[src/design/sbic_pkg.sv]
// Shared types and constants for the integer stack bytecode core.
// Opcode values, status codes, result layout and the stack update record.
// No dependencies.
package sbic_pkg;

  typedef logic [31:0] word_t;

  // Number of stack entries held in registers above the stack memory.
  localparam int CACHED = 3;
  // Locals reachable by the short load and store forms.
  localparam int LOCALS_HELD = 4;

  typedef logic [LOCALS_HELD-1:0][31:0] local_vec_t;

  localparam logic [7:0] OPC_ICONST_M1 = 8'd2;
  localparam logic [7:0] OPC_ICONST_5  = 8'd8;
  localparam logic [7:0] OPC_BIPUSH    = 8'd16;
  localparam logic [7:0] OPC_ILOAD_0   = 8'd26;
  localparam logic [7:0] OPC_ILOAD_3   = 8'd29;
  localparam logic [7:0] OPC_ALOAD_0   = 8'd42;
  localparam logic [7:0] OPC_ALOAD_3   = 8'd45;
  localparam logic [7:0] OPC_ISTORE_0  = 8'd59;
  localparam logic [7:0] OPC_ISTORE_3  = 8'd62;
  localparam logic [7:0] OPC_ASTORE_0  = 8'd75;
  localparam logic [7:0] OPC_ASTORE_3  = 8'd78;
  localparam logic [7:0] OPC_POP       = 8'd87;
  localparam logic [7:0] OPC_DUP       = 8'd89;
  localparam logic [7:0] OPC_IADD      = 8'd96;
  localparam logic [7:0] OPC_ISUB      = 8'd100;
  localparam logic [7:0] OPC_IMUL      = 8'd104;
  localparam logic [7:0] OPC_IINC      = 8'd132;
  localparam logic [7:0] OPC_IFEQ      = 8'd153;
  localparam logic [7:0] OPC_IFNE      = 8'd154;
  localparam logic [7:0] OPC_IF_ICMPNE = 8'd160;
  localparam logic [7:0] OPC_IF_ICMPGT = 8'd163;
  localparam logic [7:0] OPC_GOTO      = 8'd167;
  localparam logic [7:0] OPC_IRETURN   = 8'd172;
  localparam logic [7:0] OPC_RETURN    = 8'd177;

  // iconst_m1 .. iconst_5 push (opcode - 3)
  localparam word_t ICONST_BIAS = 32'd3;

  localparam logic [15:0] LEN_ONE   = 16'd1;
  localparam logic [15:0] LEN_TWO   = 16'd2;
  localparam logic [15:0] LEN_THREE = 16'd3;

  typedef enum logic [2:0] {
    ST_OK        = 3'd0,
    ST_UNDER     = 3'd1,
    ST_OVER      = 3'd2,
    ST_UNHANDLED = 3'd3,
    ST_LOCAL     = 3'd4
  } status_t;

  typedef enum logic [2:0] {
    SK_HOLD,
    SK_PUSH,
    SK_POP1,
    SK_POP2,
    SK_FOLD   // pop two, push one
  } stack_op_t;

  typedef struct packed {
    stack_op_t   kind;
    word_t       value;
    logic        loc_we;
    logic [1:0]  loc_idx;
    word_t       loc_val;
  } stack_update_t;

  typedef struct packed {
    logic signed [15:0] pc_advance;
    logic               branch_taken;
    logic               finished;
    logic               returns_value;
    logic signed [31:0] return_value;
    logic [2:0]         status;
    logic [6:0]         stack_depth;
    logic signed [31:0] top_value;
  } result_t;

endpackage

[src/design/sbic_exec.sv]
// Execute unit: decodes one bytecode against the cached stack top and locals,
// gives the result record and the stack/local update. Depends on sbic_pkg.
module sbic_exec #(
  parameter int STACK_DEPTH = 64,
  parameter int LOCAL_COUNT = 256,
  localparam int SPW = $clog2(STACK_DEPTH + 1)
) (
  input  logic [7:0]             opcode,
  input  logic [7:0]             operand_high,
  input  logic [7:0]             operand_low,
  input  logic [SPW-1:0]         sp,
  input  sbic_pkg::word_t        top0,
  input  sbic_pkg::word_t        top1,
  input  sbic_pkg::word_t        top2,
  input  sbic_pkg::local_vec_t   locals,
  output sbic_pkg::result_t      res,
  output sbic_pkg::stack_update_t upd,
  output logic [SPW-1:0]         sp_next
);
  import sbic_pkg::*;

  logic        empty, short, full, idx_bad, idx_held;
  logic [1:0]  load_idx, store_idx;
  logic [15:0] adv, target;
  logic        taken, fin, rv;
  word_t       rval, val, inc, new_top;
  status_t     st;
  stack_op_t   kind;
  logic        loc_we;
  logic [1:0]  loc_idx;
  word_t       loc_val;

  assign empty     = sp == '0;
  assign short     = sp < SPW'(2);
  assign full      = sp >= SPW'(STACK_DEPTH);
  assign idx_bad   = {1'b0, operand_high} >= 9'(LOCAL_COUNT);
  assign idx_held  = operand_high < 8'(LOCALS_HELD);
  // int and reference forms sit 16 codes apart, so one base serves both
  assign load_idx  = 2'(opcode - OPC_ILOAD_0);
  assign store_idx = 2'(opcode - OPC_ISTORE_0);
  assign target    = {operand_high, operand_low};
  assign inc       = {{24{operand_low[7]}}, operand_low};

  always_comb begin
    adv     = LEN_ONE;
    taken   = 1'b0;
    fin     = 1'b0;
    rv      = 1'b0;
    rval    = '0;
    st      = ST_OK;
    kind    = SK_HOLD;
    val     = '0;
    loc_we  = 1'b0;
    loc_idx = '0;
    loc_val = '0;
    unique case (opcode) inside
      [OPC_ICONST_M1:OPC_ICONST_5]: begin
        if (full) st = ST_OVER;
        else begin
          kind = SK_PUSH;
          val  = {24'd0, opcode} - ICONST_BIAS;
        end
      end
      OPC_BIPUSH: begin
        adv = LEN_TWO;
        if (full) st = ST_OVER;
        else begin
          kind = SK_PUSH;
          val  = {{24{operand_high[7]}}, operand_high};
        end
      end
      [OPC_ILOAD_0:OPC_ILOAD_3], [OPC_ALOAD_0:OPC_ALOAD_3]: begin
        if (full) st = ST_OVER;
        else begin
          kind = SK_PUSH;
          val  = locals[load_idx];
        end
      end
      [OPC_ISTORE_0:OPC_ISTORE_3], [OPC_ASTORE_0:OPC_ASTORE_3]: begin
        if (empty) st = ST_UNDER;
        else begin
          kind    = SK_POP1;
          loc_we  = 1'b1;
          loc_idx = store_idx;
          loc_val = top0;
        end
      end
      OPC_POP: begin
        if (empty) st = ST_UNDER;
        else kind = SK_POP1;
      end
      OPC_DUP: begin
        if (empty) st = ST_UNDER;
        else if (full) st = ST_OVER;
        else begin
          kind = SK_PUSH;
          val  = top0;
        end
      end
      OPC_IADD, OPC_ISUB, OPC_IMUL: begin
        if (short) st = ST_UNDER;
        else begin
          kind = SK_FOLD;
          if (opcode == OPC_IADD) val = top1 + top0;
          else if (opcode == OPC_ISUB) val = top1 - top0;
          else val = top1 * top0;
        end
      end
      OPC_IINC: begin
        adv = LEN_THREE;
        if (idx_bad) st = ST_LOCAL;
        else if (idx_held) begin
          // locals above the short-form range are never loaded; only range-checked
          loc_we  = 1'b1;
          loc_idx = operand_high[1:0];
          loc_val = locals[operand_high[1:0]] + inc;
        end
      end
      OPC_IFEQ, OPC_IFNE: begin
        adv = LEN_THREE;
        if (empty) st = ST_UNDER;
        else begin
          kind  = SK_POP1;
          taken = (opcode == OPC_IFEQ) ? (top0 == '0) : (top0 != '0);
        end
      end
      OPC_IF_ICMPNE, OPC_IF_ICMPGT: begin
        adv = LEN_THREE;
        if (short) st = ST_UNDER;
        else begin
          kind  = SK_POP2;
          taken = (opcode == OPC_IF_ICMPNE) ? (top1 != top0)
                                            : ($signed(top1) > $signed(top0));
        end
      end
      OPC_GOTO: taken = 1'b1;
      OPC_IRETURN: begin
        if (empty) st = ST_UNDER;
        else begin
          kind = SK_POP1;
          rval = top0;
          rv   = 1'b1;
          fin  = 1'b1;
          adv  = '0;
        end
      end
      OPC_RETURN: begin
        fin = 1'b1;
        adv = '0;
      end
      default: st = ST_UNHANDLED;
    endcase
  end

  always_comb begin
    unique case (kind)
      SK_PUSH: begin sp_next = sp + SPW'(1); new_top = val;  end
      SK_FOLD: begin sp_next = sp - SPW'(1); new_top = val;  end
      SK_POP1: begin sp_next = sp - SPW'(1); new_top = top1; end
      SK_POP2: begin sp_next = sp - SPW'(2); new_top = top2; end
      default: begin sp_next = sp;           new_top = top0; end
    endcase
  end

  assign upd.kind    = kind;
  assign upd.value   = val;
  assign upd.loc_we  = loc_we;
  assign upd.loc_idx = loc_idx;
  assign upd.loc_val = loc_val;

  assign res.pc_advance    = taken ? target : adv;
  assign res.branch_taken  = taken;
  assign res.finished      = fin;
  assign res.returns_value = rv;
  assign res.return_value  = rval;
  assign res.status        = st;
  assign res.stack_depth   = 7'(sp_next);
  assign res.top_value     = (sp_next == '0) ? '0 : new_top;

endmodule

[config.mk]
export PLATFORM = sky130hd
export DESIGN_NAME = sbic_exec
export DESIGN_NICKNAME = d
export VERILOG_FILES = /design/src/design/sbic_pkg.sv /design/src/design/sbic_exec.sv
export SDC_FILE = /design/constraint.sdc
export NUM_CORES = 2
export LEC_CHECK = 0
export ABC_AREA = 0
export ABC_CLOCK_PERIOD_IN_PS = 12410
export BUFFER_PORTS_ARGS = -buffer_cell sky130_fd_sc_hd__buf_2
export CAP_MARGIN = 20
export CORE_MARGIN = 2
export CORE_UTILIZATION = 55
export DETAILED_ROUTE_END_ITERATION = 8
export GPL_TIMING_DRIVEN = 0
export PLACE_DENSITY = 0.83
export SYNTH_ARGS = -nofsm -noshare
export SYNTH_HDL_FRONTEND = slang
export SYNTH_SLANG_ARGS = --single-unit
[constraint.sdc]
create_clock -name vclk -period 12.41
set_clock_uncertainty 0.15 [all_clocks]
set_input_delay 1.241 -clock vclk [all_inputs]
set_output_delay 1.241 -clock vclk [all_outputs]
set_load 0.01 [all_outputs]
* Word level (Yosys, flattened, before mapping)
Index checks and enable logic that the tools add are counted.
** Operators by class
- Equal/unequal tests :: 19
- Reductions and logical operators :: 21
- Magnitude comparators :: 16
- Add/sub/neg operators :: 9
- Multiplexer cells :: 47
- Multiply operators :: 1
** Operator list (count)
- 32-bit 2-to-1 mux :: 14
- 32-bit case mux with 5 select lines :: 1
- 32-bit binary-select mux with 2-bit select :: 2
- 32-bit case mux with 3 select lines :: 1
- 32-bit adder :: 2
- 8-bit equality test, second input constant :: 8
- 32-bit case mux with 2 select lines :: 1
- 8-bit by 7-bit equality test with 1-bit output, second input constant :: 5
- 32-bit > comparator :: 1
- 32-bit logical NOT :: 1
- 32-bit by 32-bit multiplier with 32-bit output :: 1
- 32-bit != test :: 1
- 32-bit nonzero test :: 1
- 32-bit subtractor :: 1
- 3-bit case mux with 5 select lines :: 2
- 7-bit case mux with 3 select lines :: 1
- 8-bit by 6-bit >= comparator with 1-bit output, second input constant :: 2
- 8-bit by 6-bit <= comparator with 1-bit output, second input constant :: 2
- 16-bit 2-to-1 mux :: 1
- 7-bit logical NOT :: 2
- 1-bit 2-to-1 mux :: 12
- 2-bit OR reduction :: 6
- 2-bit 2-to-1 mux :: 5
- 5-bit OR reduction :: 2
- other kinds (28) :: 38
** Storage, ports and cells
- Register bits after elaboration :: 0
- Word-level logic and storage cells :: 113
- Output and inout bits :: 170

* Longest topological paths before layout
- Depth in word-level cells :: 9
- Gate-level depth with buffers :: 28

* Least setup slack after synthesis
OpenSTA, ideal clock, no wires.
- Path type :: input to output
- From :: input top0[6]
- To :: output res[29] (netlist name)
- Stages on the path :: 26
- Setup slack :: 2.979 ns
- Arrival :: 8.040 ns
- Path buffers :: 3
- Data required time :: 11.019 ns
- Cell sequence :: clkbuf_1 > clkbuf_1 > and2_1 > fa_1 > fa_1 > fa_1 > inv_1 > fa_1 > inv_1 > fa_1 > inv_1 > fa_1 > inv_1 > fa_1 > fa_1 > ha_1 > clkbuf_1 > nand3_1 > nand2_1 > and4b_1 > o31ai_1 > a41oi_1 > xnor2_1 > o21ai_0 > a211o_1 > a41oi_1
** RTL lines
- from (decl) :: RTL line sbic_exec.sv:12 : input sbic_pkg::word_t top0,
- to (decl) :: RTL line sbic_exec.sv:16 : output sbic_pkg::result_t res,

==> impl_metrics.tcl <==
set metrics [dict create \
    min_path_type "in2out" \
    clkbuf_count 0 \
    drive_gt1_share_pct 15.31 \
    dieArea_um2 49100 \
    max_stage_delay_ns 0.86 \
    postCtsResizedCells 0 \
    grt_overflow 0 \
    track_usage_pct 56.51 \
    most-common-layout-cells "inv_1 (454), buf_2 (430), fa_1 (412), nand2_1 (366), and2_1 (286)" \
    drt-initial-drc-count 4823 \
    first_pass_iters 8 \
    port-buffer-count 421 \
    grt_setup_unrepaired "false" \
    critPathArrivalTime_ns 10.87 \
    drc_errors 12 \
    period_share_pct 98.83 \
    syn_area_um2 26040 \
    die_y_um 221.6 \
    initial_core_util_pct 55.82 \
    ys_seq_area_share_pct 0 \
    drt-wirelength-per-cell_um 33.04 \
    yosysTopAreaCell "fa_1" \
    maxSlewHeadroom_pct 8.182 \
    worstMarginPinSlew_ns 1.377 \
    cp.required_ns 11.02 \
    drv_cap 0 \
    area_growth_pct 11.59 \
    fin_nets 4541 \
    fin_crit_ns 12.26 \
    ios 425 \
    maxSlewViolCount 0 \
    syn_nets 4111 \
    cpMaxStageDelayCell "clkbuf_1" \
    dp_hpwl_um 115700 \
    grt_max_degree 27 \
    syn_inst 3216 \
    cts_setup_buffers 0 \
    grt_pass1_wl_um 199300 \
    timing.fmax_ghz 0.08153 \
    vias_per_cell 6.885 \
    status "finished, violations left" \
    synth_top_cell_area_share_pct 31.67 \
    setup_viol_count_final 0 \
    ant_nets 0 \
    die_w_um 221.6 \
    cp_common_cell "fa_1" \
    vias 29433 \
    finalWirelength_um 141200 \
    ctsHoldBuffers 0 \
    synth_area_leaders "fa_1 (32%), ha_1 (11%), and2_1 (6.9%), inv_1 (6.5%), mux4_2 (5.5%)" \
    regArea_um2 0 \
    layout_commonest_cell "inv_1" \
    seq_cell_count 0 \
    ys_warn_count 0 \
    grt_pass1_vias 29036 \
    start_kind "primary input" \
    place_congestion 1.100 \
    rows 79 \
    avgSynthCellArea_um2 8.097 \
    violations "design-rule violations" \
    end_kind "output pin" \
    hold_viol 0 \
    crit_type "in2out" \
    core_um2 46650 \
    antenna_found_initial 17 \
    critPathMaxFanout 10 \
    tns_ns 0 \
    synth_cell_types 93 \
    hold_depth 3 \
]
[metal layers]
| metal | up-vias | GRT usage [%] | part of all wire (%) |
|---|---|---|---|
| li1 | 11463 | - | - |
| met1 | 14055 | 68.51 | 34 |
| met2 | 3052 | 75.54 | 38 |
| met3 | 853 | 29.35 | 18 |
| met4 | 10 | 42.48 | 9.8 |
| met5 | - | 0 | 0.045 |
[critical path: cells and delay by family]
family | cells | cell delay [ns]
and+or+nand+nor | 4 | 0.78
xor gates and xnor gates | 1 | 0.44
adders and majority gates | 9 | 4.23
AOI/OAI and AO/OA | 5 | 1.81
buffers and inverters | 9 | 2.34
[worst paths after layout]
kind | endpoint | startpoint
min | res[77] | operand_low[0]
max | res[29] | top0[4]
[area by class of cell]
class	instances	area (um^2)
multi-input cells	2541	23420
fillers	3955	17600
plain buffers	218	907.1
well taps	607	759.5
diodes	24	60.06
inverters	457	1715
repair buffers	428	2198
[per-stage QoR]
stage	std cells	utilization [%]	instance area [um^2]	hold slack, ns	worst slack, ns
after floorplan	3216	-	26040	2.432	2.979
after global placement	4244	61.96	28910	2.657	0.4747
after detailed placement	4246	62.00	28930	2.674	0.6031
after CTS	4246	62.00	28930	2.675	0.5537
after global routing	4255	62.18	29010	2.694	0.2069
final	4275	62.29	29060	2.684	0.1451
[cells in the mapped netlist, types with 13 or more instances]
cell and count:
a22oi_1 28, a221oi_1 17, nor2_1 177, ha_1 228, nor3_1 42, o21ai_0 105, buf_4 13, clkbuf_1 178
mux4_2 64, nand2_1 366, xor2_1 36, o21a_1 29, a22o_1 17, a21oi_1 130, xnor2_1 110, and3_1 36
a211oi_1 32, nor2b_1 34, nand3_1 47, o21bai_1 18, and2_1 286, inv_1 454, buf_1 15, nor4_1 16
a31oi_1 35, a21o_1 40, nand2b_1 29, fa_1 412, o211ai_1 17
[cell families after synthesis]
group / share of synthesized area [%]
buffers and inverters: 10.07
adder cells (fa/ha/maj): 42.63
multiplexers: 5.852
other: 0.01440
XOR/XNOR: 4.910
AO/OA/AOI/OAI: 15.07
AND/OR/NAND/NOR: 21.46
